[src/hw/rtl/gpenl_pkg.sv]
`timescale 1ns / 1ps
// ----------------------------------------------------------------------------
// gpenl_pkg: shared types and constants for the nonlinear phase rotation
// Widths, register codes, the CORDIC angle table and the fixed-point constants.
// ----------------------------------------------------------------------------
package gpenl_pkg;

    localparam int CORDIC_STAGES_DEF = 16;
    localparam int ATAN_ENTRIES      = 24;

    localparam int SAMPLE_W = 16;
    localparam int XY_W     = 36;
    localparam int ANG_W    = 32;
    localparam int GUARD    = 16;
    localparam int CFG_IDX_W = 1;

    localparam logic [29:0] INV2PI_Q32  = 30'd683565276;
    localparam logic [29:0] INVGAIN_Q30 = 30'd652032874;

    typedef logic signed [SAMPLE_W-1:0] sample_t;
    typedef logic signed [XY_W-1:0]     xy_t;
    typedef logic signed [ANG_W-1:0]    ang_t;

    typedef enum logic [CFG_IDX_W-1:0] {
        CFG_STEP_SIZE         = 1'b0,
        CFG_SCATTERING_LENGTH = 1'b1
    } cfg_idx_t;

    typedef struct packed {
        logic [15:0]        step_size;
        logic signed [15:0] scattering_length;
    } cfg_t;

    localparam logic [ANG_W-1:0] ATAN_TURNS [ATAN_ENTRIES] = '{
        32'h20000000, 32'h12E4051E, 32'h09FB385B, 32'h051111D4,
        32'h028B0D43, 32'h0145D7E1, 32'h00A2F61E, 32'h00517C55,
        32'h0028BE53, 32'h00145F2F, 32'h000A2F98, 32'h000517CC,
        32'h00028BE6, 32'h000145F3, 32'h0000A2FA, 32'h0000517D,
        32'h000028BE, 32'h0000145F, 32'h00000A30, 32'h00000518,
        32'h0000028C, 32'h00000146, 32'h000000A3, 32'h00000051
    };

endpackage

[src/hw/rtl/gpenl_gain.sv]
`timescale 1ns / 1ps
// ----------------------------------------------------------------------------
// gpenl_gain: CORDIC gain correction and output saturation
// Two stages: split partial products by 1/K, then round, clamp and hold the
// result beat in the output register.
// ----------------------------------------------------------------------------
module gpenl_gain (
    input  logic               clk,
    input  logic               rst_n,
    input  logic               up_vld,
    output logic               up_rdy,
    input  gpenl_pkg::xy_t     x_in,
    input  gpenl_pkg::xy_t     y_in,
    output logic               dn_vld,
    input  logic               dn_rdy,
    output gpenl_pkg::sample_t x_out,
    output gpenl_pkg::sample_t y_out
);
    import gpenl_pkg::*;

    localparam int HI_W  = XY_W - GUARD;
    localparam int ACC_W = XY_W + 32;

    logic v1_reg, v2_reg, r1, r2;
    logic signed [HI_W+30:0] xh_reg, yh_reg;
    logic [GUARD+29:0]       xl_reg, yl_reg;
    sample_t                 xo_reg, yo_reg;

    function automatic sample_t finish(input logic signed [HI_W+30:0] ph,
                                       input logic [GUARD+29:0] pl);
        logic signed [ACC_W-1:0] acc;
        logic signed [ACC_W-47:0] r;
        begin
            acc = (ACC_W'(ph) <<< GUARD) + $signed(ACC_W'(pl))
                + $signed(ACC_W'(64'd35184372088832));
            r = acc[ACC_W-1:46];
            if (r > $signed((ACC_W-46)'(32767)))
                finish = 16'sd32767;
            else if (r < -$signed((ACC_W-46)'(32768)))
                finish = -16'sd32768;
            else
                finish = r[15:0];
        end
    endfunction

    assign r2 = ~v2_reg | dn_rdy;
    assign r1 = ~v1_reg | r2;
    assign up_rdy = r1;

    always_ff @(posedge clk or negedge rst_n)
    begin
        if (!rst_n)
        begin
            v1_reg <= 1'b0;
            v2_reg <= 1'b0;
        end
        else
        begin
            if (r1) v1_reg <= up_vld;
            if (r2) v2_reg <= v1_reg;
        end
    end

    always_ff @(posedge clk)
    begin
        if (r1)
        begin
            xh_reg <= $signed(x_in[XY_W-1:GUARD]) * $signed({1'b0, INVGAIN_Q30});
            yh_reg <= $signed(y_in[XY_W-1:GUARD]) * $signed({1'b0, INVGAIN_Q30});
            xl_reg <= x_in[GUARD-1:0] * INVGAIN_Q30;
            yl_reg <= y_in[GUARD-1:0] * INVGAIN_Q30;
        end
        if (r2)
        begin
            xo_reg <= finish(xh_reg, xl_reg);
            yo_reg <= finish(yh_reg, yl_reg);
        end
    end

    assign dn_vld = v2_reg;
    assign x_out  = xo_reg;
    assign y_out  = yo_reg;

endmodule

[config.mk]
export PLATFORM = sky130hd
export DESIGN_NAME = gpenl_gain
export DESIGN_NICKNAME = d
export VERILOG_FILES = /design/src/hw/rtl/gpenl_pkg.sv /design/src/hw/rtl/gpenl_gain.sv
export SDC_FILE = /design/constraint.sdc
export NUM_CORES = 2
export LEC_CHECK = 0
export BUFFER_PORTS_ARGS = -buffer_cell sky130_fd_sc_hd__buf_2
export CORE_AREA = 2 2 394 396
export CTS_BUF_LIST = sky130_fd_sc_hd__clkbuf_2 sky130_fd_sc_hd__clkbuf_4 sky130_fd_sc_hd__clkbuf_8
export DETAILED_ROUTE_END_ITERATION = 7
export DIE_AREA = 0 0 396 398
export PLACE_DENSITY = 0.53
export REMOVE_ABC_BUFFERS = 1
export SETUP_SLACK_MARGIN = 0.5
export SKIP_LAST_GASP = 1
export SLEW_MARGIN = 20
export SYNTH_ARGS = -nofsm -noshare
export SYNTH_HDL_FRONTEND = slang
export SYNTH_SLANG_ARGS = --single-unit
[constraint.sdc]
create_clock -name clk -period 7.4 [get_ports clk]
set_input_delay 0.74 -clock clk [delete_from_list [all_inputs] [get_ports clk]]
set_output_delay 0.74 -clock clk [all_outputs]
set_load 0.05 [all_outputs]
After elaboration in Yosys (flattened, before gate mapping). Index checks and enable logic that the tools add are counted. W data, S select, Z words.

$lt $le $gt $ge: 4. Multiply operators: 4. Mux-type cells: 2. Bitwise logic cells: 4. Add/subtract/negate cells: 4.

Operators by type and width (count): $add A67 B47 Y68 (2); $add A68 B47 Y68 const B (2); $mul A20 B30 Y50 const B (2); $mul A16 B29 Y45 const B (2); $gt A22 B16 Y1 const B (2); $lt A22 B16 Y1 const B (2); $mux W16 (2); $not A1 Y1 (2); $or A1 B1 Y1 (2).

Input port bits: 76. Register bits after elaboration: 224.

Longest topological paths before layout.
Word-level depth: 4. Gate-level depth with buffers: 24.

Worst setup path before layout. Ideal clock, no wire load.

Kind: input to register. Start point: in y_in[24]. End point: reg yh_reg[42], data pin. Data required time: 7.139 ns. Arrival time: 6.579 ns. Stages: 22. Setup slack: 0.560 ns. Buffers on the path: 1. Library setup time: 0.261 ns. Cells stage by stage: fa_1 inv_1 fa_1 fa_1 fa_1 inv_1 fa_1 fa_1 inv_1 fa_1 inv_1 ha_1 clkbuf_2 and4_1 nor3b_1 a32o_1 a211oi_2 a21oi_2 a31oi_4 o21bai_1 a21o_1 a311o_1.

Cells in the longest elaborated chain, start to end: 1.

RTL lines: from (decl) (RTL line gpenl_gain.sv:13) `input gpenl_pkg::xy_t y_in,`; $mul A20 B30 Y50 (RTL line gpenl_gain.sv:69) `yh_reg <= $signed(y_in[XY_W-1:GUARD]) * $signed({1'b0, INVGAIN_Q30});`; to (signal assigned) (RTL line gpenl_gain.sv:69); to (decl) (RTL line gpenl_gain.sv:25) `logic signed [HI_W+30:0] xh_reg, yh_reg;`.

No other way between the ends. A chain may end at the register's enable or synchronous reset.

Worst setup path in the final report.
Start point: in y_in[25]. End point: reg yh_reg[42], data pin.

The elaborated chain is that of the path after synthesis.

==> results by stage <==
Outcome:
- The flow ran to the end, and the final reports show no timing, DRC or antenna violations.

Layout:
- The proportion of layout cells with a drive suffix above 1 is 0.0609.
- The area growth from synthesis to layout is 8.69%.
- After filler insertion, the fill cell instance count of the layout stands at 15700.
- The net total in the final layout is 6265.

Timing:
- For the pin with the worst max-slew slack, the measured transition is 1.10 ns.
- The number of slew-limit violations in the final report is 0.
- The peak clock frequency supported by timing is 0.149 GHz.
- The setup TNS after final layout is 0 ns.
- The worst path in the final design needs a cycle of between 6 and 7 ns, including I/O delays and setup.
- Setup violations remaining at the end of the flow were counted as 0.
- Of the available clock period, the critical path in the final layout requires 0.906.
- Measured against its own limit, the worst slew margin works out to 0.255.
- Clock skew on the completed layout was measured at ~0.015 ns.
- Setup repair after global routing left no endpoint under its margin.
- The number of hold-slack violations in the final timing report came to 0.

Route:
- Using the TritonRoute via totals, the vias-per-cell ratio works out to 4.54.
- The post-detailed-route wirelength per cell is roughly 18 microns.
- Wires add up to 121000 microns.
- The final antenna-violating net count is 0.
- The count of vias placed by the detailed router is 29800.
- The DRC violation count after routing is 0.
- The detailed router finished its first iteration with 1393 violations.
- The first detailed-routing pass took 7 iterations.

Place:
- The final HPWL from detailed placement is 111000 microns.
- The total of buffers placed on input and output ports is between 100 and 150.
- The last weighted congestion value of the routability-driven placer is ~0.94.

Floorplanning:
- For this configuration, the core starts out at a cell density of 0.298.
- In this run the standard cell core region covers 153000 sq um.
- The die is approximately 400 microns tall.
- Row generation in the floorplan step produced 144 rows.
- The die covers 158000 sq um.
- The die is between 300 and 400 microns wide.
- In this run the count of I/O pins placed on the die edge is 110.

Synth:
- The count of flip-flops with a built-in enable after synthesis is 190.
- sky130_fd_sc_hd__fa_1 takes more of the synthesized area than any other cell.
- Of the total synthesized cell area, the portion taken by full adders, half adders and majority gates is 0.601.
- Of the total synthesized cell area, the portion taken by XOR and XNOR cells is 0.0299.
- The average size of a mapped cell is around 11 sq um.
- The Yosys warning count is 0.
- After synthesis, the share of cell area in mux cells is 0.00112.
- The count of different cell masters after synthesis is 93.
- The instance count of the mapped netlist is 4336.
- By area, the combinational part of the netlist is dominated by adder cells.
- Summing every instance area after synthesis gives 45600 sq um.
- The post-synthesis share of cell area spent on and, or, nand and nor gates is 0.0508.
- For this run, the register share of the synthesized area comes to 0.126.
- In this run, synthesis produced a sequential element count of 192.
- The area share of the largest cell type after synthesis is 0.368.
- After synthesis, the cell types taking the most area are sky130_fd_sc_hd__fa_1 (37%), sky130_fd_sc_hd__ha_1 (23%), sky130_fd_sc_hd__edfxtp_1 (12%), sky130_fd_sc_hd__inv_1 (10%), sky130_fd_sc_hd__xnor2_1 (2.1%).
- For this run, the leading register cell type out of synthesis is sky130_fd_sc_hd__edfxtp_1.
- The compound-gate portion of the synthesized area is 0.0865.
- The fraction of synthesis flops using an asynchronous set or reset pin is 0.0104.

Global route:
- The global-route track usage on met3 is 0.0213.
- The total track usage is 0.157.
- The total congestion overflow is 0.
- The initial antenna violation count is 3.
- For met1 alone, demand over resource in global routing was 0.211.
- For this run, global-route usage on met2 was measured as 0.266.
- Entering global routing, the biggest net connects 81 pins.
- The first global-routing pass estimated 189000 microns of wire.
- The layer with the highest usage is met2.
- The via count of the first global-routing pass is 32500.

Clock network:
- The root buffer cell is sky130_fd_sc_hd__clkbuf_8.
- The count of clock tree sinks is 192.
- The clock passes through at most 2 buffers.
- The TritonCTS clock tree is done.
- In this run the number of H-tree levels came out at 4.
- Counting the buffers created by CTS gives 17.
- The clock transition at the registers of the reported paths is 0.10 ns.
- Clock latency on the worst-skew pair, taken at its later pin, is 0.51 ns.

Worst setup path:
- The number of buffers and inverters on the critical path is 5.
- The largest single stage delay on the critical path is 0.59 ns.
- The signal on the critical path passes through buf_2, fa_1, inv_1, fa_1, fa_1, fa_1, inv_1, fa_1, fa_1, inv_1, fa_1, inv_1, ha_1, and4_1, nand4_1, and3b_2, a211oi_4, a21oi_2, a31oi_4, o21bai_2, a21o_1, a311o_1.
- The maximum fanout along the worst path is 7.
- The cell with the largest stage delay on the worst path is sky130_fd_sc_hd__fa_1.
- The worst setup path is launched from an input port.
- Data on the critical path is required at its endpoint by ~7.7 ns.
- The critical setup path kind is in -> reg.
- The most numerous cell type found on the critical path is sky130_fd_sc_hd__fa_1.
- The worst setup path is captured at a register.
- Data on the critical path arrives at its endpoint at 6.95 ns.
- Broken down by cell family, the worst path's largest delay share belongs to adder cells.

Flow run:
- The number of violations of the max-capacitance limit is 0.

Min path:
- The path class of the lowest-slack min-delay path is in -> reg.
==> cells by family after synthesis <==
family,after synthesis
DFF,192
AOI/OAI and AO/OA,574
and+or+nand+nor,451
xor gates and xnor gates,156
adders and majority gates,1688
buffers and inverters,1270
muxes,5
==> worst reg2reg max path, delay by kind of cell (launching register included) <==
family / cells / cell delay [ns]
compound gates: 8 / 2.61
fa+ha+maj: 2 / 0.64
flops: 1 / 0.41
simple gates: 1 / 0.22
==> per-stage QoR <==
stage | hold WS, ns | cells | setup slack (ns) | instance area, sq um | utilization
finish | 0.425 | 6558 | 0.698 | 49600 | 0.324
CTS | 0.360 | 6553 | 0.588 | 49500 | 0.323
global route | 0.369 | 6558 | 0.491 | 49600 | 0.324
floorplan | 0.435 | 4302 | 0.600 | 45500 | -
detailed placement | 0.462 | 6521 | 0.0459 | 49100 | 0.320
global placement | 0.454 | 6521 | 0.0920 | 49100 | 0.320
==> routing by layer <==
metal	wire (microns)	vias up	part of all wire
met4	2960	4	0.025
met1	55100	14900	0.46
met5	26	-	0.00022
met3	4350	98	0.036
met2	58300	505	0.48
li1	-	14200	-
==> worst paths after layout <==
| check | end | cells after the start | startpoint | slack [ns] |
|---|---|---|---|---|
| max reg2reg | y_out[0] | 11 | yh_reg[6] | 3.18 |
| max in group asynchronous | dn_vld | 2 | rst_n | 6.76 |
| min in group asynchronous | v1_reg | 2 | rst_n | 0.54 |
| max | yh_reg[42] | 22 | y_in[25] | 0.70 |
| min reg2reg | dn_vld | 1 | v1_reg | 0.49 |
| min | v1_reg | 2 | up_vld | 0.43 |
==> cells in the mapped netlist, types with 7 or more instances <==
library cell                  n
sky130_fd_sc_hd__clkbuf_1    28
sky130_fd_sc_hd__o21ai_0     85
sky130_fd_sc_hd__ha_1       850
sky130_fd_sc_hd__nor4_1       7
sky130_fd_sc_hd__nand3_1     39
sky130_fd_sc_hd__or3_1        8
sky130_fd_sc_hd__o21ai_2     11
sky130_fd_sc_hd__nand2_1     88
sky130_fd_sc_hd__nor3_1      40
sky130_fd_sc_hd__a211oi_1    22
sky130_fd_sc_hd__or2_2        8
sky130_fd_sc_hd__a21oi_1    154
sky130_fd_sc_hd__xnor2_1    108
sky130_fd_sc_hd__a21o_1      94
sky130_fd_sc_hd__a31oi_1     16
sky130_fd_sc_hd__o21ai_1      9
sky130_fd_sc_hd__fa_1       838
sky130_fd_sc_hd__o21bai_1    36
sky130_fd_sc_hd__nor2b_1     17
sky130_fd_sc_hd__and4_1      16
sky130_fd_sc_hd__nand2b_1    17
sky130_fd_sc_hd__nand4_1     38
sky130_fd_sc_hd__inv_1     1236
sky130_fd_sc_hd__xor2_1      48
sky130_fd_sc_hd__nor2_1     112
sky130_fd_sc_hd__a211o_1      8
sky130_fd_sc_hd__o31a_1       7
sky130_fd_sc_hd__and2_1      13
sky130_fd_sc_hd__o31ai_1      7
sky130_fd_sc_hd__and3_1      30
sky130_fd_sc_hd__edfxtp_1   190
sky130_fd_sc_hd__o211ai_1    14
sky130_fd_sc_hd__o21a_1      26
==> area by class of cell <==
class                   count  area (sq um)  area share
diodes                      1          2.50   0.0000504
clock buffers              17           234     0.00472
clock inverters            14           150     0.00303
inverters                1236          4640      0.0935
multi-input cells        2874         35200       0.709
flip-flops and latches    192          5760       0.116
well taps                2044          2560      0.0515
repair buffers            180          1080      0.0218
==> repair_timing <==
| item | CTS | global route |
|---|---|---|
| gates resized for setup | 0 | 24 |
| endpoints found under the setup margin | 0 | 14 |
| endpoints found under the hold margin | 2 | 0 |
| hold buffers | 1 | 0 |
| setup buffers | 0 | 4 |
==> placed cells by master (no fill, tap or decap), types with 5 or more instances in the layout <==
cell type,n
sky130_fd_sc_hd__xnor2_1,108
sky130_fd_sc_hd__nand2_1,88
sky130_fd_sc_hd__or2_2,8
sky130_fd_sc_hd__edfxtp_1,190
sky130_fd_sc_hd__nor2_1,112
sky130_fd_sc_hd__a211oi_1,21
sky130_fd_sc_hd__o21bai_1,35
sky130_fd_sc_hd__and2_1,13
sky130_fd_sc_hd__a21o_1,94
sky130_fd_sc_hd__a21oi_2,7
sky130_fd_sc_hd__o31ai_1,7
sky130_fd_sc_hd__nand3_1,39
sky130_fd_sc_hd__inv_1,1236
sky130_fd_sc_hd__or3_1,8
sky130_fd_sc_hd__o31a_1,7
sky130_fd_sc_hd__buf_4,70
sky130_fd_sc_hd__buf_2,108
sky130_fd_sc_hd__a211o_1,8
sky130_fd_sc_hd__clkbuf_8,17
sky130_fd_sc_hd__nand2b_1,17
sky130_fd_sc_hd__and4_1,16
sky130_fd_sc_hd__o21ai_0,85
sky130_fd_sc_hd__ha_1,847
sky130_fd_sc_hd__o211ai_1,14
sky130_fd_sc_hd__nor3_1,39
sky130_fd_sc_hd__o21ai_2,16
sky130_fd_sc_hd__nor4_1,6
sky130_fd_sc_hd__a21oi_1,150
sky130_fd_sc_hd__nor3b_1,5
sky130_fd_sc_hd__o21a_1,26
sky130_fd_sc_hd__fa_1,838
sky130_fd_sc_hd__a31o_2,5
sky130_fd_sc_hd__nor2b_1,17
sky130_fd_sc_hd__xor2_1,48
sky130_fd_sc_hd__a221o_1,5
sky130_fd_sc_hd__and3_1,30
sky130_fd_sc_hd__nand4_1,38
sky130_fd_sc_hd__inv_6,5
sky130_fd_sc_hd__a31oi_1,16
Power is left out: the tool's default activity adds up to more than one toggle a clock period on the data nets, which glitch-free logic cannot reach.
