--- src/hw/rtl/gpenl_pkg.sv ---
`timescale 1ns / 1ps
// ----------------------------------------------------------------------------
// gpenl_pkg: shared types and constants for the nonlinear phase rotation
// Widths, register codes, the CORDIC angle table and the fixed-point constants.
// ----------------------------------------------------------------------------
package gpenl_pkg;

    localparam int CORDIC_STAGES_DEF = 16;
    localparam int ATAN_ENTRIES      = 24;

    localparam int SAMPLE_W = 16;
    localparam int XY_W     = 36;
    localparam int ANG_W    = 32;
    localparam int GUARD    = 16;
    localparam int CFG_IDX_W = 1;

    localparam logic [29:0] INV2PI_Q32  = 30'd683565276;
    localparam logic [29:0] INVGAIN_Q30 = 30'd652032874;

    typedef logic signed [SAMPLE_W-1:0] sample_t;
    typedef logic signed [XY_W-1:0]     xy_t;
    typedef logic signed [ANG_W-1:0]    ang_t;

    typedef enum logic [CFG_IDX_W-1:0] {
        CFG_STEP_SIZE         = 1'b0,
        CFG_SCATTERING_LENGTH = 1'b1
    } cfg_idx_t;

    typedef struct packed {
        logic [15:0]        step_size;
        logic signed [15:0] scattering_length;
    } cfg_t;

    localparam logic [ANG_W-1:0] ATAN_TURNS [ATAN_ENTRIES] = '{
        32'h20000000, 32'h12E4051E, 32'h09FB385B, 32'h051111D4,
        32'h028B0D43, 32'h0145D7E1, 32'h00A2F61E, 32'h00517C55,
        32'h0028BE53, 32'h00145F2F, 32'h000A2F98, 32'h000517CC,
        32'h00028BE6, 32'h000145F3, 32'h0000A2FA, 32'h0000517D,
        32'h000028BE, 32'h0000145F, 32'h00000A30, 32'h00000518,
        32'h0000028C, 32'h00000146, 32'h000000A3, 32'h00000051
    };

endpackage

--- src/hw/rtl/gpenl_cordic_cell.sv ---
`timescale 1ns / 1ps
// ----------------------------------------------------------------------------
// gpenl_cordic_cell: one rotation-mode CORDIC iteration
// Registered micro-rotation by the table angle of its own stage index.
// ----------------------------------------------------------------------------
module gpenl_cordic_cell #(
    parameter int STAGE_IDX = 0
) (
    input  logic            clk,
    input  logic            rst_n,
    input  logic            up_vld,
    output logic            up_rdy,
    input  gpenl_pkg::xy_t  x_in,
    input  gpenl_pkg::xy_t  y_in,
    input  gpenl_pkg::ang_t z_in,
    output logic            dn_vld,
    input  logic            dn_rdy,
    output gpenl_pkg::xy_t  x_out,
    output gpenl_pkg::xy_t  y_out,
    output gpenl_pkg::ang_t z_out
);
    import gpenl_pkg::*;

    localparam ang_t ATAN_STEP = ang_t'(ATAN_TURNS[STAGE_IDX]);

    logic vld_reg;
    xy_t  x_reg, y_reg, dx, dy;
    ang_t z_reg;

    assign up_rdy = ~vld_reg | dn_rdy;
    assign dx = y_in >>> STAGE_IDX;
    assign dy = x_in >>> STAGE_IDX;

    always_ff @(posedge clk or negedge rst_n)
    begin
        if (!rst_n)
        begin
            vld_reg <= 1'b0;
        end
        else if (up_rdy)
        begin
            vld_reg <= up_vld;
        end
    end

    always_ff @(posedge clk)
    begin
        if (up_rdy)
        begin
            if (!z_in[ANG_W-1])
            begin
                x_reg <= x_in - dx;
                y_reg <= y_in + dy;
                z_reg <= z_in - ATAN_STEP;
            end
            else
            begin
                x_reg <= x_in + dx;
                y_reg <= y_in - dy;
                z_reg <= z_in + ATAN_STEP;
            end
        end
    end

    assign dn_vld = vld_reg;
    assign x_out  = x_reg;
    assign y_out  = y_reg;
    assign z_out  = z_reg;

endmodule

--- config.mk ---
export PLATFORM = sky130hd
export DESIGN_NAME = gpenl_cordic_cell
export DESIGN_NICKNAME = d
export VERILOG_FILES = /design/src/hw/rtl/gpenl_pkg.sv /design/src/hw/rtl/gpenl_cordic_cell.sv
export SDC_FILE = /design/constraint.sdc
export NUM_CORES = 1
export LEC_CHECK = 0
export BUFFER_PORTS_ARGS = -buffer_cell sky130_fd_sc_hd__buf_4
export CORE_MARGIN = 2
export CORE_UTILIZATION = 35
export DETAILED_ROUTE_END_ITERATION = 6
export GPL_TIMING_DRIVEN = 0
export HOLD_SLACK_MARGIN = 0.02
export PLACE_DENSITY_LB_ADDON = 0.15
export SKIP_CTS_REPAIR_TIMING = 1
export SLEW_MARGIN = 0
export SYNTH_ARGS = -nofsm -noshare
export SYNTH_HDL_FRONTEND = slang
export SYNTH_SLANG_ARGS = --single-unit
--- constraint.sdc ---
create_clock -name clk -period 8.3 [get_ports clk]
set_clock_uncertainty 0.1 [all_clocks]
set_input_delay 0.415 -clock clk [delete_from_list [all_inputs] [get_ports clk]]
set_output_delay 0.415 -clock clk [all_outputs]
set_load 0.005 [all_outputs]
# [Word level (Yosys, flattened, before mapping)]
# Index checks and enable logic that the tools add are counted.
[word_totals] register_bits=105 inputBits=108 output_inout_bits=106 word_cells=14
[classes] n_addsub=5 mux=3 bitwise_logic=2
[op_table] operator="36-bit two-way mux" n=2
[op_table] operator="36-bit subtractor" n=2
[op_table] operator="36-bit adder" n=1
[op_table] operator="32-bit by 31-bit adder with 32-bit output (second input constant)" n=1
[op_table] operator="32-bit two-way mux" n=1
[op_table] operator="32-bit by 31-bit subtractor with 32-bit output (second input constant)" n=1
[op_table] operator="1-bit inverter" n=1
[op_table] operator="1-bit OR" n=1

# [Depth between registers and ports, before layout]
# Gate-level depths: netlist of run 1.
[logic_depth] depth_word=2 mapped_depth=13 depth_no_buf=12

# [Worst setup path before layout of run 1]
# Ideal clock, no wire load.
[synth_timing] path_type="input-to-reg" start="input port dn_rdy" end="register x_reg[0], in the netlist x_out[0], enable pin" setup_time_ps=482 arrival_ps=2965 required_time_ps=7718 path_slack_ps=4752 path_stages=1 path_buffers=0 cell_sequence="nand2b_1"
[synth_between] elab_chain_cells=1
[synth_rtl] item="start: declaration" line="gpenl_cordic_cell.sv:17" source="input logic dn_rdy,"
[synth_rtl] item="1-bit OR" line="gpenl_cordic_cell.sv:30" source="assign up_rdy = ~vld_reg | dn_rdy;"
[synth_rtl] item="end signal: assignment" line="gpenl_cordic_cell.sv:52" source="x_reg <= x_in - dx;"
[synth_rtl] item="end signal: assignment" line="gpenl_cordic_cell.sv:58" source="x_reg <= x_in + dx;"
[synth_rtl] item="end: declaration" line="gpenl_cordic_cell.sv:27" source="xy_t x_reg, y_reg, dx, dy;"
# No other way between the ends.
# A chain may end at the register's enable or synchronous reset.

# [Worst setup path in the final report of run 1]
[layout_timing] start="input port x_in[0]" end="register x_reg[28], in the netlist x_out[28] (data pin)"
[layout_between] elab_chain_cells=2 elab_cells_between_ends=3 classes_between="add/sub: 2; mux: 1"
[layout_rtl] item="start: declaration" line="gpenl_cordic_cell.sv:13" source="input gpenl_pkg::xy_t x_in,"
[layout_rtl] item="36-bit subtractor / 36-bit adder (equally long branches)" line="gpenl_cordic_cell.sv:52, gpenl_cordic_cell.sv:58"
[layout_rtl] item="36-bit two-way mux (*)" line="gpenl_cordic_cell.sv:50" source="if (!z_in[ANG_W-1])"
# Mark *: on every way between the ends. The rest lies on a longest branch, timed or not.

==> results of run 1 <==
-- critical path, delay by kind of cell --
family	cells	cell delay (ns)
buffers and inverters	2	0.14
adder cells (fa/ha/maj)	2	0.66
AO/OA/AOI/OAI	6	2.50
XOR/XNOR	1	0.16
AND/OR/NAND/NOR	2	0.31
-- cell usage in the layout, fill, tap and decap left out, drive strengths merged, types with 7 or more instances in the layout --
cell     instances
mux2i           13
a211oi          14
edfxtp         103
a21oi          139
clkinv           8
nor4            12
nand3           16
nand2           53
clkbuf          38
xor2            10
nor2b           12
a211o            7
nand2b          14
ha             105
o21a            12
o21ai           71
a31oi            7
or3              7
nor3            27
a2111oi          8
xnor2           58
buf            238
a21o            26
o211ai           9
nand4            9
inv            103
nor2            89
o31ai           11
o21bai          22
-- worst paths after layout --
check,depth (start not counted),startpoint,endpoint,slack [ns]
worst max-delay path,13,x_in[0],x_out[28],4.15
worst min-delay path,1,z_in[9],z_out[9],0.11
worst max register to register,2,dn_vld,x_out[12],6.52
worst min register to register,1,dn_vld,z_out[3],0.99
max in group asynchronous,2,rst_n,dn_vld,7.78
min in group asynchronous,2,rst_n,dn_vld,0.25
-- report_power, final --
part | switching (uW) | internal (uW) | leakage, uW
clock | 249 | 216 | 0.000147
combinational | 435 | 325 | 0.00409
sequential | 23.6 | 685 | 0.00105
total | 708 | 1230 | 0.00528
-- registers in the layout (all words and copies together) (netlist names) --
name    count
x_out      36
y_out      35
z_out      32
dn_vld      1
-- cell families (layout without fill, tap and decap cells) --
kind of cell    count (synthesis)  after routing  synth area share (%)
compound gates                373            373                 25.34
simple gates                  270            270                 13.82
buf+inv                       159            389                 6.664
fa+ha+maj                     109            109                 14.39
flops                         104            104                 32.18
xor+xnor                       68             68                 6.147
mux                            14             14                 1.459
-- layer usage --
layer | track usage (%) | vias to the layer above | share of wire (%)
met2 | 36.74 | 402 | 44
met5 | 0 | - | 0
met3 | 2.698 | 38 | 6.7
met4 | 5.314 | 0 | 1.8
met1 | 34.61 | 4435 | 47
li1 | - | 4413 | -
-- metrics by stage --
step | util (%) | hold slack [ns] | power [uW] | instance area [um^2]
after global placement | 43.34 | 0.09083 | 1471 | 11750
after detailed placement | 43.47 | 0.09181 | 1467 | 11780
final | 44.67 | 0.1142 | 1934 | 12110
after floorplan | - | 0.01941 | 1138 | 9688
after CTS | 44.63 | -0.3137 | 1938 | 12100
after global routing | 44.67 | 0.1011 | 2032 | 12110
-- cell type report --
cell class              instances  area, um^2  share of cell area, %
repair buffers                214        1629                  13.46
clock buffers                   9       225.2                  1.860
clock inverters                 7       90.09                 0.7442
flip-flops and latches        104        3118                  25.76
well taps                     372       465.4                  3.845
plain buffers                  54       249.0                  2.057
multi-input cells             834        5932                  49.00
inverters                     105       396.6                  3.276
==> report_table.html, run 1 <==
<table>
<tr><th>Metric</th><th>Value</th></tr>
<tr><th colspan="2">Synthesis</th></tr>
<tr><td>Yosys top cell area share</td><td>31.93%</td></tr>
<tr><td>Post-synthesis net count</td><td>1,314</td></tr>
<tr><td>Flip-flop cell with the highest count after synthesis</td><td>edfxtp_1</td></tr>
<tr><td>Most instantiated library cell after synthesis</td><td>a21oi_1</td></tr>
<tr><td>Area of the mapped netlist</td><td>9688 um^2</td></tr>
<tr><td>#FFs+latches synth</td><td>104</td></tr>
<tr><td>Most area-hungry cell type in the Yosys netlist</td><td>edfxtp_1</td></tr>
<tr><td>Post-synthesis cell type count</td><td>between 80 and 90</td></tr>
<tr><td>Synth area leaders</td><td>edfxtp_1 (32%), ha_1 (14%), a21oi_1 (7.1%), xnor2_1 (5.2%), inv_1 (3.8%)</td></tr>
<tr><td>Async set-or-reset flop fraction in the synthesized netlist</td><td>0.9615%</td></tr>
<tr><td>Post-synthesis cell count</td><td>1,097</td></tr>
<tr><td>Post-synth EDFFs</td><td>103</td></tr>
<tr><td>Proportion of synthesized chip area in sequential cells</td><td>32.18%</td></tr>
<tr><td>Yosys warning total</td><td>0</td></tr>
<tr><td>Top cells by instance count after synthesis</td><td>a21oi_1 (138), ha_1 (105), edfxtp_1 (103)</td></tr>
<tr><td>Average instance area after synthesis</td><td>just under 9 um^2</td></tr>
<tr><th colspan="2">Clock tree</th></tr>
<tr><td>Clock root buffer</td><td>clkbuf_16</td></tr>
<tr><td>Worst skew pair latency</td><td>0.37 ns</td></tr>
<tr><td>Number of buffers created by CTS</td><td>9</td></tr>
<tr><td>Clock Path Buffers</td><td>2</td></tr>
<tr><td>Clock Sink Count</td><td>104</td></tr>
<tr><td>Clock tree from TritonCTS</td><td>done</td></tr>
<tr><td>Clock H-tree levels</td><td>3</td></tr>
<tr><td>Clock edge transition at the registers on the reported setup and hold paths</td><td>0.10 ns</td></tr>
<tr><th colspan="2">Floorplanning</th></tr>
<tr><td>DIE AREA</td><td>29,030 um^2</td></tr>
<tr><td>Number of top-level design ports</td><td>around 210</td></tr>
<tr><td>Starting Density</td><td>35.75%</td></tr>
<tr><td>Chip Width</td><td>170.4 um</td></tr>
<tr><td>Area of the placeable core</td><td>around 27,000 um^2</td></tr>
<tr><td>Number of placement rows</td><td>60</td></tr>
<tr><td>Die height</td><td>170.4 um</td></tr>
<tr><th colspan="2">GRT</th></tr>
<tr><td>Leftover overflow at the end of global routing</td><td>0</td></tr>
<tr><td>Pin count of the biggest net entering global routing</td><td>63</td></tr>
<tr><td>Wire length of the first global-routing pass</td><td>52.27 mm</td></tr>
<tr><td>Vias in the first global route</td><td>roughly 8,800</td></tr>
<tr><td>Number of antenna violations at the first check in global routing</td><td>0</td></tr>
<tr><td>Total routing usage reported by global routing</td><td>23.50%</td></tr>
<tr><th colspan="2">Timing</th></tr>
<tr><td>Measured slew at the worst slew-check pin</td><td>1.090 ns</td></tr>
<tr><td>Final hold violation count</td><td>0</td></tr>
<tr><td>Setup total negative slack</td><td>0 ns</td></tr>
<tr><td>Clock period minus worst slack</td><td>between 4 and 5 ns</td></tr>
<tr><td>Setup repair after global routing missed its margin</td><td>no</td></tr>
<tr><td>Slew HR</td><td>27.36%</td></tr>
<tr><td>Total count of max-transition violations in the final report</td><td>0</td></tr>
<tr><td>Fraction of the cycle the final worst path needs</td><td>roughly 50%</td></tr>
<tr><td>Achievable clock frequency</td><td>0.2409 GHz</td></tr>
<tr><td>Post-route setup slack</td><td>4.149 ns</td></tr>
<tr><td>Setup-violating endpoint count in the final report</td><td>0</td></tr>
<tr><th colspan="2">Finish</th></tr>
<tr><td>Layout cells sized above 1</td><td>20.95%</td></tr>
<tr><td>Final-stage net count</td><td>between 1,500 and 2,000</td></tr>
<tr><td>Filler Cells Inserted</td><td>between 2,000 and 3,000</td></tr>
<tr><td>Number of diodes added for antenna fixing</td><td>0</td></tr>
<tr><td>Number of standard cells in the final layout excluding fillers</td><td>1,699</td></tr>
<tr><td>Post-synthesis to final-layout area growth</td><td>24.95%</td></tr>
<tr><th colspan="2">Placed design</th></tr>
<tr><td>Pre-CTS setup slack</td><td>3.917 ns</td></tr>
<tr><td>Post-DP HPWL</td><td>27.16 mm</td></tr>
<tr><td>Placed instance count</td><td>1,682</td></tr>
<tr><td>Count of port buffers added during placement</td><td>212</td></tr>
<tr><td>Global placer's final weighted congestion</td><td>0.9163</td></tr>
<tr><th colspan="2">Setup path</th></tr>
<tr><td>Max FO, Critical Path</td><td>4</td></tr>
<tr><td>Required time reported for the critical path endpoint</td><td>8.33 ns</td></tr>
<tr><td>Cell at the slowest stage of the critical path</td><td>o41ai_2</td></tr>
<tr><td>Critical path start-end classification</td><td>in2reg</td></tr>
<tr><td>Worst Path Arrival</td><td>4.18 ns</td></tr>
<tr><td>Critical Path Source Type</td><td>input port</td></tr>
<tr><td>Library cell appearing most often on the critical path</td><td>o41ai_2</td></tr>
<tr><td>Worst path max stage delay</td><td>0.85 ns</td></tr>
<tr><td>Critical path, cell by cell</td><td>buf_4, inv_1, ha_1, fa_1, nand2b_1, a211oi_1, nor4b_1, o41ai_2, a21oi_1, o41ai_2, a2111oi_0, o21bai_1, xnor2_1</td></tr>
<tr><td>Setup crit end kind</td><td>flip-flop</td></tr>
<tr><th colspan="2">Route</th></tr>
<tr><td>Wirelength per Cell</td><td>20.57 um</td></tr>
<tr><td>DRT antenna net count</td><td>0</td></tr>
<tr><td>DRC errors left</td><td>0</td></tr>
<tr><td>Post-detailed-route via-to-cell ratio</td><td>5.467</td></tr>
<tr><td>Final wirelength</td><td>34.95 mm</td></tr>
<tr><td>Detailed Route Iter0 Violations</td><td>836</td></tr>
<tr><td>Detailed-routing iteration count for the pre-antenna-repair pass</td><td>6</td></tr>
<tr><td>Count of vias placed by the detailed router</td><td>9,288</td></tr>
<tr><th colspan="2">Worst hold path</th></tr>
<tr><td>Hold WC Path Type</td><td>in2reg</td></tr>
<tr><th colspan="2">Status</th></tr>
<tr><td>Outcome</td><td>finished, final reports clean</td></tr>
<tr><th colspan="2">Pwr</th></tr>
<tr><td>Peak supply drop</td><td>between 0.1 and 0.15 mV</td></tr>
<tr><td>Power Dens Cells</td><td>159.8 nW/um^2</td></tr>
<tr><td>Leakage power figure</td><td>about 0.0053 uW</td></tr>
<tr><th colspan="2">Flow run</th></tr>
<tr><td>Max-cap viol count</td><td>0</td></tr>
</table>
Note: power is estimated with default switching activity, not from simulation.
==> run 2: changes to the inputs <==
- ABC_AREA: not set -> 1
- clock period: 8.3 -> 4.3 ns (I/O delays scaled with it)
==> run 2 against run 1 <==
  * First-iteration DRC count rose by 10%
  * Worst hold slack got worse by 0.095 ns
  * Worst setup slack got worse by 2.6 ns
  * Sequential power rose by 86%
  * Largest power group unchanged
  * Via count rose by 28%
  * Synthesized area rose by 12%
  * Cell count rose by 35%
  * Sequential share of layout area fell by 2.8 points
  * Routed wire length rose by 32%
  * Power rose by 96%
  * Critical path type unchanged
  * Synthesized cell count rose by 49%
==> report_table.html, run 2 <==
<table>
<tr><th>Metric</th><th>Value</th></tr>
<tr><th colspan="2">GRT</th></tr>
<tr><td>Leftover overflow at the end of global routing</td><td>0 (unchanged)</td></tr>
<tr><td>Wire length of the first global-routing pass</td><td>67.25 mm (+29%)</td></tr>
<tr><td>Vias in the first global route</td><td>11,280 (+28%)</td></tr>
<tr><td>Number of antenna violations at the first check in global routing</td><td>2 (+2)</td></tr>
<tr><td>Total routing usage reported by global routing</td><td>27.51% (+4.0 points)</td></tr>
<tr><td>Pin count of the biggest net entering global routing</td><td>71 (+13%)</td></tr>
<tr><th colspan="2">Synthesis</th></tr>
<tr><td>Synth area leaders</td><td>edfxtp_1 (28%), nand2_1 (17%), ha_1 (12%), inv_1 (8.1%), nand3_1 (7.0%)</td></tr>
<tr><td>Flip-flop cell with the highest count after synthesis</td><td>edfxtp_1</td></tr>
<tr><td>Post-synthesis cell type count</td><td>41 (-52%)</td></tr>
<tr><td>Yosys warning total</td><td>0 (unchanged)</td></tr>
<tr><td>Top cells by instance count after synthesis</td><td>nand2_1 (489), inv_1 (234), nand3_1 (152)</td></tr>
<tr><td>Proportion of synthesized chip area in sequential cells</td><td>28.64% (-3.5 points)</td></tr>
<tr><td>Yosys top cell area share</td><td>28.41% (-3.5 points)</td></tr>
<tr><td>Post-synthesis net count</td><td>1,853 (+41%)</td></tr>
<tr><td>Most area-hungry cell type in the Yosys netlist</td><td>edfxtp_1</td></tr>
<tr><td>Most instantiated library cell after synthesis</td><td>nand2_1</td></tr>
<tr><td>Area of the mapped netlist</td><td>10,890 um^2 (+12%)</td></tr>
<tr><td>#FFs+latches synth</td><td>104 (unchanged)</td></tr>
<tr><td>Post-synth EDFFs</td><td>103 (unchanged)</td></tr>
<tr><td>Post-synthesis cell count</td><td>1,636 (+49%)</td></tr>
<tr><td>Async set-or-reset flop fraction in the synthesized netlist</td><td>0.9615% (unchanged)</td></tr>
<tr><td>Average instance area after synthesis</td><td>6.655 um^2 (-25%)</td></tr>
<tr><th colspan="2">Pwr</th></tr>
<tr><td>Leakage power figure</td><td>0.006909 uW (+31%)</td></tr>
<tr><td>Peak supply drop</td><td>0.2029 mV (+93%)</td></tr>
<tr><td>Sw Share</td><td>39.90% (+3.3 points)</td></tr>
<tr><td>Power Dens Cells</td><td>279.2 nW/um^2 (+75%)</td></tr>
<tr><td>Power share of the clock group</td><td>21.9% (-2.2 points)</td></tr>
<tr><td>Relative contribution of combinational cells to total power</td><td>43.2% (+3.9 points)</td></tr>
<tr><td>Power spent charging and discharging nets</td><td>1514 uW (+110%)</td></tr>
<tr><td>Sequential group share of total power</td><td>34.9% (-1.8 points)</td></tr>
<tr><td>Cell-internal power</td><td>2281 uW (+86%)</td></tr>
<tr><th colspan="2">Setup path</th></tr>
<tr><td>Setup crit end kind</td><td>flip-flop</td></tr>
<tr><td>Cell at the slowest stage of the critical path</td><td>o21ai_0</td></tr>
<tr><td>Worst path max stage delay</td><td>0.56 ns (-0.29 ns)</td></tr>
<tr><td>Max FO, Critical Path</td><td>4 (unchanged)</td></tr>
<tr><td>Startpoint of the lowest-slack register-to-register path</td><td>dn_vld</td></tr>
<tr><td>Worst Path Arrival</td><td>2.72 ns (-1.46 ns)</td></tr>
<tr><td>Required time reported for the critical path endpoint</td><td>4.27 ns (-4.06 ns)</td></tr>
<tr><td>Slack of the worst reg-to-reg path</td><td>2.59 ns (-3.93 ns)</td></tr>
<tr><td>Critical path launch point</td><td>x_in[0]</td></tr>
<tr><td>Critical path, cell by cell</td><td>buf_4, ha_1, fa_1, o21ai_1, nand2_1, nand2_1, nand2_1, nand2_1, xor2_1, o21ai_0</td></tr>
<tr><td>Library cell appearing most often on the critical path</td><td>nand2_1</td></tr>
<tr><td>Critical Path Source Type</td><td>input port</td></tr>
<tr><td>Critical path start-end classification</td><td>in2reg</td></tr>
<tr><th colspan="2">Clock tree</th></tr>
<tr><td>Worst skew pair latency</td><td>0.36 ns (about the same)</td></tr>
<tr><td>Clock H-tree levels</td><td>3 (unchanged)</td></tr>
<tr><td>Clock Path Buffers</td><td>2 (unchanged)</td></tr>
<tr><td>Clock Sink Count</td><td>104 (unchanged)</td></tr>
<tr><td>Clock root buffer</td><td>clkbuf_16</td></tr>
<tr><td>Clock tree from TritonCTS</td><td>done</td></tr>
<tr><td>Number of buffers created by CTS</td><td>9 (unchanged)</td></tr>
<tr><td>Clock edge transition at the registers on the reported setup and hold paths</td><td>0.07 ns (-0.03 ns)</td></tr>
<tr><th colspan="2">Floorplanning</th></tr>
<tr><td>DIE AREA</td><td>32,540 um^2 (+12%)</td></tr>
<tr><td>Chip Width</td><td>180.4 um (+5.9%)</td></tr>
<tr><td>Starting Density</td><td>35.59% (-0.15 points)</td></tr>
<tr><td>Number of top-level design ports</td><td>214 (unchanged)</td></tr>
<tr><td>Number of placement rows</td><td>64 (+6.7%)</td></tr>
<tr><td>Die height</td><td>180.4 um (+5.9%)</td></tr>
<tr><td>Area of the placeable core</td><td>30,590 um^2 (+13%)</td></tr>
<tr><th colspan="2">Route</th></tr>
<tr><td>DRC errors left</td><td>0 (unchanged)</td></tr>
<tr><td>Detailed-routing iteration count for the pre-antenna-repair pass</td><td>7 (+1)</td></tr>
<tr><td>Final wirelength</td><td>46.19 mm (+32%)</td></tr>
<tr><td>Post-detailed-route via-to-cell ratio</td><td>5.206 (-4.8%)</td></tr>
<tr><td>Detailed Route Iter0 Violations</td><td>920 (+10%)</td></tr>
<tr><td>Wirelength per Cell</td><td>20.15 um (-2.0%)</td></tr>
<tr><td>DRT antenna net count</td><td>0 (unchanged)</td></tr>
<tr><td>Count of vias placed by the detailed router</td><td>11,930 (+28%)</td></tr>
<tr><th colspan="2">Timing</th></tr>
<tr><td>Setup-violating endpoint count in the final report</td><td>0 (unchanged)</td></tr>
<tr><td>Total count of max-transition violations in the final report</td><td>0 (unchanged)</td></tr>
<tr><td>Achievable clock frequency</td><td>0.3640 GHz</td></tr>
<tr><td>Clock period minus worst slack</td><td>about 2.7 ns</td></tr>
<tr><td>Setup total negative slack</td><td>0 ns (unchanged)</td></tr>
<tr><td>Final hold violation count</td><td>0 (unchanged)</td></tr>
<tr><td>Measured slew at the worst slew-check pin</td><td>1.095 ns (+0.005717 ns)</td></tr>
<tr><td>Slew HR</td><td>26.98% (-0.38 points)</td></tr>
<tr><td>Fraction of the cycle the final worst path needs</td><td>63.88%</td></tr>
<tr><td>Setup repair after global routing missed its margin</td><td>no</td></tr>
<tr><th colspan="2">Worst hold path</th></tr>
<tr><td>Hold WC Path Type</td><td>in2reg</td></tr>
<tr><td>Worst hold path startpoint</td><td>z_in[29]</td></tr>
<tr><th colspan="2">Flow run</th></tr>
<tr><td>Max-cap viol count</td><td>0 (unchanged)</td></tr>
<tr><th colspan="2">Placed design</th></tr>
<tr><td>Global placer's final weighted congestion</td><td>0.9345 (+2.0%)</td></tr>
<tr><td>Count of port buffers added during placement</td><td>212 (unchanged)</td></tr>
<tr><td>Post-DP HPWL</td><td>38.25 mm (+41%)</td></tr>
<tr><th colspan="2">Finish</th></tr>
<tr><td>Highest-count cells in the layout ignoring fill and taps</td><td>nand2_1 (488), buf_4 (235), inv_1 (234), nand3_1 (152), nor2_1 (150)</td></tr>
<tr><td>Max FFs per register</td><td>36 (unchanged)</td></tr>
<tr><td>Final-stage net count</td><td>2,108 (+37%)</td></tr>
<tr><td>Post-layout utilization of the core</td><td>44.44% (-0.23 points)</td></tr>
<tr><td>Post-synthesis to final-layout area growth</td><td>24.84% (about the same)</td></tr>
<tr><td>Most frequent standard cell in the layout excluding fill and tap cells</td><td>nand2_1</td></tr>
<tr><td>Layout cells sized above 1</td><td>15.51% (-5.4 points)</td></tr>
<tr><th colspan="2">Status</th></tr>
<tr><td>Outcome</td><td>finished, final reports clean</td></tr>
</table>
run 2: metrics by stage:
| stage | power (uW) | std cells | hold WS [ns] | worst slack [ns] | area (um^2) |
|---|---|---|---|---|---|
| global route | 4023 | 2291 | 0.04132 | 1.492 | 13590 |
| detailed placement | 2934 | 2245 | -0.1090 | 1.287 | 13010 |
| floorplan | 2220 | 1636 | -0.1806 | 1.130 | 10890 |
| global placement | 2932 | 2244 | -0.1087 | -0.1144 | 12970 |
| CTS | 3769 | 2260 | -0.4961 | 1.655 | 13280 |
| finish | 3795 | 2292 | 0.01905 | 1.553 | 13590 |
run 2: worst max-delay path: cells and delay by family:
kind                     cells  cell delay [ns]
buffers and inverters        1             0.12
AND/OR/NAND/NOR              4             0.51
AO/OA/AOI/OAI                2             1.03
XOR/XNOR                     1             0.09
adder cells (fa/ha/maj)      2             0.74
run 2: metal layers:
| metal | GRT usage [%] | vias to the layer above | wire length (um) |
|---|---|---|---|
| met5 | 0 | - | 0 |
| met4 | 4.806 | 0 | 650 |
| met3 | 2.728 | 44 | 3034 |
| met2 | 42.05 | 503 | 19620 |
| met1 | 42.19 | 5600 | 22890 |
| li1 | - | 5785 | - |
run 2: worst paths after layout:
kind	end	cells after the start
min	z_out[29]	2
min reg2reg	dn_vld	2
max in group asynchronous	dn_vld	2
max reg2reg	y_out[5]	2
max	y_out[16]	10
min in group asynchronous	dn_vld	2
run 2: layout make-up:
class,instances,area [um^2]
Sequential cell,104,3118
Buffer,47,282.8
Multi-Input combinational cell,1246,6598
Fill cell,3318,17000
Clock buffer,9,225.2
Inverter,239,897.1
Timing Repair Buffer,244,1929
Antenna cell,1,2.502
Clock inverter,6,45.04
Tap cell,396,495.5
run 2: power groups by stage:
| stage | clock, uW | sequential [uW] | combinational (uW) |
|---|---|---|---|
| floorplan | 0 | 1370 | 852 |
| global placement | 0 | 1350 | 1580 |
| detailed placement | 0 | 1350 | 1590 |
| CTS | 851 | 1330 | 1590 |
| global route | 889 | 1340 | 1790 |
| finish | 832 | 1320 | 1640 |
run 2: kinds of logic after synthesis:
| logic type | share of synthesized area [%] |
|---|---|
| fa+ha+maj | 12.80 |
| xor+xnor | 2.413 |
| flops | 28.64 |
| buf+inv | 10.84 |
| simple gates | 32.22 |
| compound gates | 13.09 |
==> run 3: changes to the inputs <==
- clock period: 4.3 -> 2.35 ns (I/O delays scaled with it)
==> run 3 against run 2 <==
  * Power increased by 87%
  * Critical path depth increased by 4
  * Highest routed layer unchanged
  * Sequential share of layout area decreased by 0.25 points
  * Count of clock-buffer cells in the layout unchanged
  * Core utilization increased by 0.49 points
  * Combinational power increased by 84%
  * Global-route usage decreased by 0.40 points
  * Die area unchanged
  * Non-clock buffer count increased by 4
  * Via count decreased by 0.28%
  * Sequential cell count unchanged
==> report_table.html, run 3 (synthesized netlist as in run 2, its figures left out) <==
<table>
<tr><th>Metric</th><th>Value</th></tr>
<tr><th colspan="2">Placed design</th></tr>
<tr><td>Global placer's final weighted congestion</td><td>0.9948 (+6.5%)</td></tr>
<tr><td>Post-DP HPWL</td><td>37.45 mm (-2.1%)</td></tr>
<tr><td>Count of port buffers added during placement</td><td>212 (unchanged)</td></tr>
<tr><td>Pre-CTS setup slack</td><td>-0.5500 ns (-1.837 ns)</td></tr>
<tr><th colspan="2">Pwr</th></tr>
<tr><td>Peak supply drop</td><td>0.4041 mV (+99%)</td></tr>
<tr><td>Leakage power figure</td><td>0.006928 uW (+0.27%)</td></tr>
<tr><td>Power Dens Cells</td><td>516.7 nW/um^2 (+85%)</td></tr>
<tr><th colspan="2">Finish</th></tr>
<tr><td>Max FFs per register</td><td>36 (unchanged)</td></tr>
<tr><td>Highest-count cells in the layout ignoring fill and taps</td><td>nand2_1 (486), buf_4 (236), inv_1 (230), nand3_1 (152), nor2_1 (146)</td></tr>
<tr><td>Final-stage net count</td><td>2,112 (+0.19%)</td></tr>
<tr><td>Post-synthesis to final-layout area growth</td><td>26.21%</td></tr>
<tr><td>Most frequent standard cell in the layout excluding fill and tap cells</td><td>nand2_1</td></tr>
<tr><td>Layout cells sized above 1</td><td>16.58% (+1.1 points)</td></tr>
<tr><th colspan="2">Clock tree</th></tr>
<tr><td>Number of buffers created by CTS</td><td>9 (unchanged)</td></tr>
<tr><td>Clock Path Buffers</td><td>2 (unchanged)</td></tr>
<tr><td>Clock edge transition at the registers on the reported setup and hold paths</td><td>0.07 ns (about the same)</td></tr>
<tr><td>Clock tree from TritonCTS</td><td>done</td></tr>
<tr><td>Worst skew pair latency</td><td>0.36 ns (about the same)</td></tr>
<tr><td>Clock Sink Count</td><td>104 (unchanged)</td></tr>
<tr><td>Clock H-tree levels</td><td>3 (unchanged)</td></tr>
<tr><td>Clock root buffer</td><td>clkbuf_16</td></tr>
<tr><th colspan="2">Setup path</th></tr>
<tr><td>Cell at the slowest stage of the critical path</td><td>o21ai_1</td></tr>
<tr><td>Critical path start-end classification</td><td>in2reg</td></tr>
<tr><td>Setup crit end kind</td><td>flip-flop</td></tr>
<tr><td>Slack of the worst reg-to-reg path</td><td>0.68 ns (-1.91 ns)</td></tr>
<tr><td>Max FO, Critical Path</td><td>9 (+5)</td></tr>
<tr><td>Required time reported for the critical path endpoint</td><td>2.33 ns (-1.94 ns)</td></tr>
<tr><td>Worst Path Arrival</td><td>2.31 ns (-0.41 ns)</td></tr>
<tr><td>Library cell appearing most often on the critical path</td><td>nand2_1</td></tr>
<tr><td>Critical path, cell by cell</td><td>buf_4, inv_1, ha_1, buf_4, inv_1, a21oi_1, o21ai_1, a21oi_1, nand2_1, nand2_1, nand2_1, nand2_1, nand3_1, nand2_1</td></tr>
<tr><td>Worst path max stage delay</td><td>0.34 ns (-0.22 ns)</td></tr>
<tr><td>Critical Path Source Type</td><td>input port</td></tr>
<tr><th colspan="2">Timing</th></tr>
<tr><td>Slew HR</td><td>29.26% (+2.3 points)</td></tr>
<tr><td>Fraction of the cycle the final worst path needs</td><td>98.88%</td></tr>
<tr><td>Setup repair after global routing missed its margin</td><td>no</td></tr>
<tr><td>Total count of max-transition violations in the final report</td><td>0 (unchanged)</td></tr>
<tr><td>Setup-violating endpoint count in the final report</td><td>0 (unchanged)</td></tr>
<tr><td>Final hold violation count</td><td>0 (unchanged)</td></tr>
<tr><td>Clock period minus worst slack</td><td>between 2 and 2.5 ns</td></tr>
<tr><td>Measured slew at the worst slew-check pin</td><td>1.061 ns (-0.03420 ns)</td></tr>
<tr><td>Post-route setup slack</td><td>0.02635 ns (-1.527 ns)</td></tr>
<tr><td>Achievable clock frequency</td><td>0.4304 GHz</td></tr>
<tr><td>Setup total negative slack</td><td>0 ns (unchanged)</td></tr>
<tr><th colspan="2">Route</th></tr>
<tr><td>Detailed Route Iter0 Violations</td><td>1,017 (+11%)</td></tr>
<tr><td>DRC errors left</td><td>0 (unchanged)</td></tr>
<tr><td>DRT antenna net count</td><td>0 (unchanged)</td></tr>
<tr><td>Wirelength per Cell</td><td>19.49 um (-3.3%)</td></tr>
<tr><td>Final wirelength</td><td>44.78 mm (-3.1%)</td></tr>
<tr><td>Detailed-routing iteration count for the pre-antenna-repair pass</td><td>6 (-1)</td></tr>
<tr><td>Post-detailed-route via-to-cell ratio</td><td>5.180 (-0.50%)</td></tr>
<tr><td>Count of vias placed by the detailed router</td><td>11,900 (-0.28%)</td></tr>
<tr><th colspan="2">GRT</th></tr>
<tr><td>Vias in the first global route</td><td>11,440 (+1.4%)</td></tr>
<tr><td>Number of antenna violations at the first check in global routing</td><td>0 (-2)</td></tr>
<tr><td>Total routing usage reported by global routing</td><td>27.12% (-0.40 points)</td></tr>
<tr><td>Grt met2 use</td><td>41.27% (-0.78 points)</td></tr>
<tr><td>Wire length of the first global-routing pass</td><td>66.54 mm (-1.1%)</td></tr>
<tr><td>Leftover overflow at the end of global routing</td><td>0 (unchanged)</td></tr>
<tr><td>Pin count of the biggest net entering global routing</td><td>72 (+1.4%)</td></tr>
<tr><td>Layer with the highest usage after global routing</td><td>met2</td></tr>
<tr><td>Met3 usage in global routing</td><td>3.800% (+1.1 points)</td></tr>
<tr><td>GR Util met1</td><td>39.92% (-2.3 points)</td></tr>
<tr><th colspan="2">Floorplanning</th></tr>
<tr><td>Chip Width</td><td>180.4 um (unchanged)</td></tr>
<tr><td>Number of placement rows</td><td>64 (unchanged)</td></tr>
<tr><td>Starting Density</td><td>35.59% (unchanged)</td></tr>
<tr><td>Area of the placeable core</td><td>30,590 um^2 (unchanged)</td></tr>
<tr><td>Number of top-level design ports</td><td>214 (unchanged)</td></tr>
<tr><td>Die height</td><td>180.4 um (unchanged)</td></tr>
<tr><td>DIE AREA</td><td>32,540 um^2 (unchanged)</td></tr>
<tr><th colspan="2">Status</th></tr>
<tr><td>Outcome</td><td>finished, final reports clean</td></tr>
<tr><th colspan="2">Flow run</th></tr>
<tr><td>Max-cap viol count</td><td>0 (unchanged)</td></tr>
<tr><th colspan="2">Worst hold path</th></tr>
<tr><td>Hold WC Path Type</td><td>in2reg</td></tr>
</table>
-- run 3: cell count changes in the layout (fill, tap and decap cells not counted), moves of 2 or more --
cell	previous run	this run
nor2_1	150	146
nand2_1	488	486
o21ai_1	13	18
nor2_2	5	9
inv_1	234	230
o21ai_0	81	75
nand2_2	7	9
clkinvlp_4	1	4
a21oi_2	2	8
a21oi_1	122	114
a21oi_4	0	2
inv_6	1	3
dlygate4sd3_1	31	34
-- run 3: metrics by stage --
step	total power (uW)	instance area, um^2	std cells	hold slack (ns)	util, %
floorplan	4056	10890	1636	-0.2781	-
global placement	5338	12980	2244	-0.2073	42.42
detailed placement	5346	13010	2245	-0.2066	42.53
CTS	7047	13310	2261	-0.5988	43.51
global route	7540	13740	2296	0.05223	44.92
finish	7100	13740	2297	0.05059	44.92
-- run 3: final cells by class --
class                           instances  area [um^2]
Clock buffer                            9        225.2
Multi-Input combinational cell       1246         6664
Inverter                              239        912.1
Buffer                                 47        282.8
Tap cell                              396        495.5
Antenna cell                            1        2.502
Sequential cell                       104         3118
Clock inverter                          7        75.07
Timing Repair Buffer                  248         1967
Fill cell                            3310        16850
-- run 3: path summary, 6_finish.rpt --
path	start	endpoint	depth (start not counted)
min in group asynchronous	rst_n	dn_vld	3
setup / recovery	x_in[15]	y_out[26]	14
setup reg to reg	dn_vld	x_out[0]	2
hold reg to reg	dn_vld	dn_vld	2
max in group asynchronous	rst_n	dn_vld	3
hold / removal	y_in[0]	x_out[0]	3
-- run 3: critical path: cells and delay by family --
family                   cells  cell delay [ns]
AO/OA/AOI/OAI                3             0.57
AND/OR/NAND/NOR              6             0.77
adder cells (fa/ha/maj)      1             0.28
buffers and inverters        4             0.55
-- run 3: where the power goes --
group / internal, uW / switching, uW / leakage, uW / total [uW]
combinational: 1110 / 1900 / 0.00573 / 3010
clock: 843 / 830 / 0.000148 / 1670
sequential: 2350 / 66.7 / 0.00105 / 2420
-- run 3: routing by layer --
layer	up-vias	routed length (um)
li1	5802	-
met1	5498	21030
met2	539	19030
met3	59	3669
met4	0	1041
met5	-	0
